**config.mk**
```make
export PLATFORM = sky130hd
export DESIGN_NAME = bfct_xform
export DESIGN_NICKNAME = d
export VERILOG_FILES = /design/src/hdl/bitmap_fill_and_color_transform_defines.svh /design/src/hdl/bfct_pkg.sv /design/src/hdl/bfct_xform.sv
export SDC_FILE = /design/constraint.sdc
export NUM_CORES = 1
export LEC_CHECK = 0
export ABC_AREA = 1
export BUFFER_PORTS_ARGS = -buffer_cell sky130_fd_sc_hd__buf_2
export CAP_MARGIN = 20
export CORE_MARGIN = 4
export CORE_UTILIZATION = 35
export DETAILED_ROUTE_END_ITERATION = 6
export GPL_TIMING_DRIVEN = 0
export PLACE_DENSITY = 0.53
export SYNTH_ARGS = -nofsm -noshare
export SYNTH_HDL_FRONTEND = slang
export SYNTH_SLANG_ARGS = --single-unit
```
**constraint.sdc**
```tcl
create_clock -name clk -period 4.34 [get_ports clk]
set_input_delay 0.434 -clock clk [delete_from_list [all_inputs] [get_ports clk]]
set_output_delay 0.434 -clock clk [all_outputs]
set_load 0.05 [all_outputs]
```
**src/hdl/bitmap_fill_and_color_transform_defines.svh**
```systemverilog
// assertion helpers for the top-level rtl, clocked on clk and disabled in reset
`ifndef BITMAP_FILL_AND_COLOR_TRANSFORM_DEFINES_SVH
`define BITMAP_FILL_AND_COLOR_TRANSFORM_DEFINES_SVH

// same-cycle implication
`define BFCT_ASSERT_SAME(lbl, ante, cons) \
  lbl: assert property (@(posedge clk) disable iff (rst) (ante) |-> (cons)) \
    else $error("bfct assertion failed");

// next-cycle implication
`define BFCT_ASSERT_NEXT(lbl, ante, cons) \
  lbl: assert property (@(posedge clk) disable iff (rst) (ante) |=> (cons)) \
    else $error("bfct assertion failed");

`endif

```
**src/hdl/bfct_pkg.sv**
```systemverilog
package bfct_pkg;

  // default geometry
  localparam int IMAGE_WIDTH_DEF  = 64;
  localparam int IMAGE_HEIGHT_DEF = 64;
  localparam int HAS_ALPHA_DEF    = 1;

  // coordinate compare width, covers the largest legal image dimension
  localparam int COORD_CMP_W = 13;

  // apb address width and register indexes
  localparam int PADDR_W = 5;
  localparam logic [2:0] REG_MULT_RED     = 3'd0;
  localparam logic [2:0] REG_MULT_GREEN   = 3'd1;
  localparam logic [2:0] REG_MULT_BLUE    = 3'd2;
  localparam logic [2:0] REG_MULT_ALPHA   = 3'd3;
  localparam logic [2:0] REG_OFFSET_RED   = 3'd4;
  localparam logic [2:0] REG_OFFSET_GREEN = 3'd5;
  localparam logic [2:0] REG_OFFSET_BLUE  = 3'd6;
  localparam logic [2:0] REG_OFFSET_ALPHA = 3'd7;

  // command modes
  localparam logic [1:0] MODE_FILL  = 2'd0;
  localparam logic [1:0] MODE_XFORM = 2'd1;
  localparam logic [1:0] MODE_GET   = 2'd2;
  localparam logic [1:0] MODE_SET   = 2'd3;

  // byte lanes of an argb word
  localparam int LANE_BLUE  = 0;
  localparam int LANE_GREEN = 1;
  localparam int LANE_RED   = 2;
  localparam int LANE_ALPHA = 3;

  localparam logic [15:0] MULT_ONE = 16'h0100;
  localparam logic [7:0]  CHAN_MAX = 8'hFF;

  typedef struct packed {
    logic [3:0][15:0] mult;    // per lane, unsigned q8.8
    logic [3:0][8:0]  offset;  // per lane, two's complement
  } xform_cfg_t;

endpackage

```
**src/hdl/bfct_xform.sv**
```systemverilog
module bfct_xform #(
  parameter int ADDR_W    = 12,
  parameter int HAS_ALPHA = bfct_pkg::HAS_ALPHA_DEF
) (
  input  logic                clk,
  input  logic                rst,
  input  bfct_pkg::xform_cfg_t cfg,
  input  logic                in_valid,
  input  logic [ADDR_W-1:0]   in_addr,
  input  logic [31:0]         in_pixel,
  output logic                out_valid,
  output logic [ADDR_W-1:0]   out_addr,
  output logic [31:0]         out_pixel
);

  logic [3:0][23:0]    prod;
  logic [7:0]          alpha_raw;
  logic [ADDR_W-1:0]   addr_q;
  logic                valid_q;
  logic signed [17:0]  sum [4];
  logic [3:0][7:0]     chan;

  always_ff @(posedge clk) begin
    if (rst) begin
      valid_q <= 1'b0;
    end else begin
      valid_q <= in_valid;
    end
  end

  // multiply stage, registered before the offset add
  always_ff @(posedge clk) begin
    if (in_valid) begin
      for (int k = 0; k < 4; k++) begin
        prod[k] <= in_pixel[8*k +: 8] * cfg.mult[k];
      end
      alpha_raw <= in_pixel[31:24];
      addr_q    <= in_addr;
    end
  end

  // truncate, add signed offset, saturate to 0..255
  always_comb begin
    for (int k = 0; k < 4; k++) begin
      sum[k] = $signed({2'b00, prod[k][23:8]}) +
               $signed({{9{cfg.offset[k][8]}}, cfg.offset[k]});
      if (sum[k][17]) begin
        chan[k] = '0;
      end else if (sum[k][16:8] != '0) begin
        chan[k] = bfct_pkg::CHAN_MAX;
      end else begin
        chan[k] = sum[k][7:0];
      end
    end
  end

  assign out_valid = valid_q;
  assign out_addr  = addr_q;
  assign out_pixel = {(HAS_ALPHA != 0) ? chan[bfct_pkg::LANE_ALPHA] : alpha_raw,
                      chan[bfct_pkg::LANE_RED],
                      chan[bfct_pkg::LANE_GREEN],
                      chan[bfct_pkg::LANE_BLUE]};

endmodule

```
==> results.sh <==
export IMPL_die_y_um=272
export IMPL_antenna_violations_before_repair=3
export IMPL_transition_time_of_the_tightest_slew_check_pin_ns=0.664
export IMPL_crit_path_max_fanout=10
export IMPL_place_detailed_hpwl_um=51500
export IMPL_timing_limited_maximum_frequency_mhz=236
export IMPL_cts_buffers=9
export IMPL_post_cts_hold_buffer_count=0
export IMPL_place_congestion=0.832
export IMPL_yosys_cell_types_count=40
export IMPL_power_density_nw_per_um2=564
export IMPL_mappedNetlistNets=4328
export IMPL_tritoncts="yes"
export IMPL_ant_nets=0
export IMPL_tns_ns=0
export IMPL_clock_buffer_depth=2
export IMPL_core_region_area_sq_um=68800
export IMPL_outcome="finished clean"
export IMPL_leakage_power_nw=17.2
export IMPL_netlist_top_cells_area="sky130_fd_sc_hd__fa_1 (28%), sky130_fd_sc_hd__inv_1 (17%), sky130_fd_sc_hd__nand2_1 (17%), sky130_fd_sc_hd__ha_1 (12%), sky130_fd_sc_hd__edfxtp_1 (9.4%)"
export IMPL_drcViolationCount=0
export IMPL_synth_largest_type_area_fraction_pct=27.6
export IMPL_min_path_type="in -> reg"
export IMPL_post_layout_instance_area_sq_um=27100
export IMPL_worstSetupStartpointType="input port"
export IMPL_cts_sinks=77
export IMPL_floorplan_die_area_sq_um=73900
export IMPL_setup_viol_count_final=0
export IMPL_synthesis_area_per_instance_sq_um=6.75
export IMPL_path_clk_slew_ns=0.06
export IMPL_power_ir_vdd_worst_mv=0.305
export IMPL_synth_cells_most_frequent="sky130_fd_sc_hd__inv_1 (1098), sky130_fd_sc_hd__nand2_1 (1077), sky130_fd_sc_hd__fa_1 (336), sky130_fd_sc_hd__ha_1 (232), sky130_fd_sc_hd__nor2_1 (143)"
export IMPL_cts_htree_levels=3
export IMPL_synthMostInstantiatedCell="sky130_fd_sc_hd__inv_1"
export IMPL_io_pins=192
export IMPL_syn_cell_area_sq_um=24400
export IMPL_ys_warn_count=0
export IMPL_remaining_global_route_overflow=0
export IMPL_nNetsFinal=4450
export IMPL_grt_first_pass_wirelength_um=102000
export IMPL_wl_per_cell_um=12.9
export IMPL_grt_start_max_net_pins=50
export IMPL_drt_total_wl_um=60200
export IMPL_drt_iter0_drc=814
export IMPL_worst_setup_path_end_kind="flip-flop"
export IMPL_synth_area_leader_cell="sky130_fd_sc_hd__fa_1"
export IMPL_number_of_synthesized_flops_with_an_enable_pin=76
export IMPL_synth_seq_cells=77
export IMPL_buffer_ports_inserted=111
export IMPL_die_w_um=272
export IMPL_first_pass_iters=5
export IMPL_fillers=7490
export IMPL_grt_setup_unrepaired="true"
export IMPL_synth_async_reset_ratio_pct=0
export IMPL_hold_viol_final=0
export IMPL_avgViaCountPerCell=4.43
export IMPL_finalCriticalPeriod_ns=4.23
export IMPL_report_final_slew_viol_count=0
export IMPL_clock_root_buffer="sky130_fd_sc_hd__clkbuf_16"
export IMPL_critical_path_class="in -> reg"
export IMPL_worst_ep_arrival_time_ns=4.34
export IMPL_layout_drive_gt1_share_pct=8.53
export IMPL_grt_pass1_vias=20800
export IMPL_relative_slew_slack_pct=55.7
export IMPL_postSynth_topFlopCell="sky130_fd_sc_hd__edfxtp_1"
export IMPL_vias=20700
export IMPL_global_route_usage_total_pct=16.6
export IMPL_number_of_max_cap_violations=0
export IMPL_floorplan_initialDensity_pct=35.4
export IMPL_dpl_cell_area_sq_um=26200
export IMPL_syn2layout_area_growth_pct=11.3
export IMPL_layout_worst_path_cycle_share_pct=97.5
export IMPL_fp_row_count=96
export IMPL_synth_cells=3613
export IMPL_cp_data_required_time_ns=4.45
export IMPL_seq_area_frac_synth_pct=9.45
-- final cells by class --
| type | count | area (sq um) | share of cell area (%) |
|---|---|---|---|
| tap | 931 | 1160 | 4.29 |
| sequential | 77 | 2300 | 8.48 |
| inverter | 1102 | 4140 | 15.2 |
| timing repair buffer | 116 | 616 | 2.27 |
| antenna | 2 | 5.00 | 0.0184 |
| buffer | 109 | 701 | 2.58 |
| clock buffer | 10 | 229 | 0.844 |
| clock inverter | 6 | 135 | 0.498 |
| multi-input combinational | 2320 | 17900 | 65.8 |
-- state kept, by name (all words and copies together) (netlist names) --
register and count:
prod 64, out_valid 1, out_addr 12
-- per-stage QoR --
stage                     hold slack [ns]  std cells  setup slack, ns  util [%]  power [mW]
after floorplan                     0.505       3613          0.00229         -        10.9
after global placement              0.596       4655           -0.787      38.0        13.7
after detailed placement            0.594       4656           -0.755      38.1        13.7
after CTS                           0.188       4672          0.00144      38.8        14.9
after global routing                0.206       4671         -0.00519      39.4        17.3
final                               0.220       4673            0.109      39.4        15.3
-- critical path, cell delays in order --
cell and delay, ns:
sky130_fd_sc_hd__clkbuf_4 0.18, sky130_fd_sc_hd__clkbuf_8 0.20, sky130_fd_sc_hd__nand2_1 0.06, sky130_fd_sc_hd__inv_1 0.05
sky130_fd_sc_hd__fa_1 0.55, sky130_fd_sc_hd__fa_1 0.43, sky130_fd_sc_hd__fa_1 0.49, sky130_fd_sc_hd__inv_1 0.05
sky130_fd_sc_hd__fa_1 0.47, sky130_fd_sc_hd__inv_1 0.05, sky130_fd_sc_hd__ha_1 0.34, sky130_fd_sc_hd__nand2_1 0.14
sky130_fd_sc_hd__inv_1 0.08, sky130_fd_sc_hd__a21oi_2 0.17, sky130_fd_sc_hd__nor2_1 0.06, sky130_fd_sc_hd__nor3_1 0.17
sky130_fd_sc_hd__nand2_2 0.12, sky130_fd_sc_hd__buf_4 0.15, sky130_fd_sc_hd__xor2_1 0.13
-- layout by cell type, fill, tap and decap left out, types with 5 or more instances in the layout --
cell / Yosys / final
sky130_fd_sc_hd__inv_1: 1098 / 1098
sky130_fd_sc_hd__nand2_1: 1077 / 1068
sky130_fd_sc_hd__fa_1: 336 / 335
sky130_fd_sc_hd__ha_1: 232 / 215
sky130_fd_sc_hd__nor2_1: 143 / 136
sky130_fd_sc_hd__a21oi_1: 141 / 122
sky130_fd_sc_hd__buf_2: 0 / 115
sky130_fd_sc_hd__nand3_1: 108 / 108
sky130_fd_sc_hd__edfxtp_1: 76 / 76
sky130_fd_sc_hd__clkbuf_2: 0 / 50
sky130_fd_sc_hd__xor2_1: 46 / 46
sky130_fd_sc_hd__xnor2_1: 33 / 33
sky130_fd_sc_hd__nand4_1: 32 / 32
sky130_fd_sc_hd__o21ai_0: 35 / 26
sky130_fd_sc_hd__clkbuf_1: 114 / 25
sky130_fd_sc_hd__a21oi_2: 0 / 19
sky130_fd_sc_hd__nor3_1: 23 / 17
sky130_fd_sc_hd__nand2_2: 7 / 16
sky130_fd_sc_hd__nor2_2: 6 / 12
sky130_fd_sc_hd__o21ai_1: 4 / 12
sky130_fd_sc_hd__a31oi_1: 14 / 12
sky130_fd_sc_hd__nand3b_1: 11 / 11
sky130_fd_sc_hd__and2_1: 11 / 11
sky130_fd_sc_hd__o21a_1: 11 / 10
sky130_fd_sc_hd__buf_6: 0 / 10
sky130_fd_sc_hd__clkbuf_16: 0 / 10
sky130_fd_sc_hd__ha_4: 0 / 10
sky130_fd_sc_hd__o21bai_1: 9 / 9
sky130_fd_sc_hd__a21o_1: 9 / 9
sky130_fd_sc_hd__buf_4: 0 / 8
sky130_fd_sc_hd__clkbuf_4: 0 / 8
sky130_fd_sc_hd__ha_2: 0 / 7
sky130_fd_sc_hd__o221a_2: 5 / 5
-- cells by family (layout without fill, tap and decap cells) --
family                   after synthesis  after routing  share of synthesized area [%]
AO/OA/AOI/OAI                        240            240                           5.58
XOR/XNOR                              82             82                           3.04
adder cells (fa/ha/maj)              568            568                           39.5
buffers and inverters               1216           1343                           18.7
flip-flops                            77             77                           9.45
other                                  0              2                              0
AND/OR/NAND/NOR                     1430           1430                           23.7
-- worst paths after layout --
kind                          from  cells after the start   endpoint
worst max-delay path  in_pixel[21]                     19   prod[63]
worst min-delay path           rst                      2  out_valid
-- where the power goes --
part           switching [mW]  internal (mW)
sequential              0.102           1.52
combinational            8.00           4.73
clock                   0.343          0.621
-- timing repair --
| item | 4_1_cts | 5_1_grt |
|---|---|---|
| setup endpoints to repair | 46 | 45 |
| pin swaps | 0 | 6 |
| resized for setup | 48 | 208 |
| buffers inserted | 1 | 3 |
-- layer usage --
metal / part of all wire [%] / global-route usage, % / wire length (um) / up-vias
met4: 1.3 / 3.41 / 777 / 2
met1: 48 / 22.8 / 29000 / 9657
li1: - / - / - / 10700
met3: 3.6 / 1.33 / 2140 / 40
met5: 0.022 / 0 / 13 / -
met2: 47 / 28.6 / 28300 / 289
Note: power is estimated with default switching activity, not from simulation.
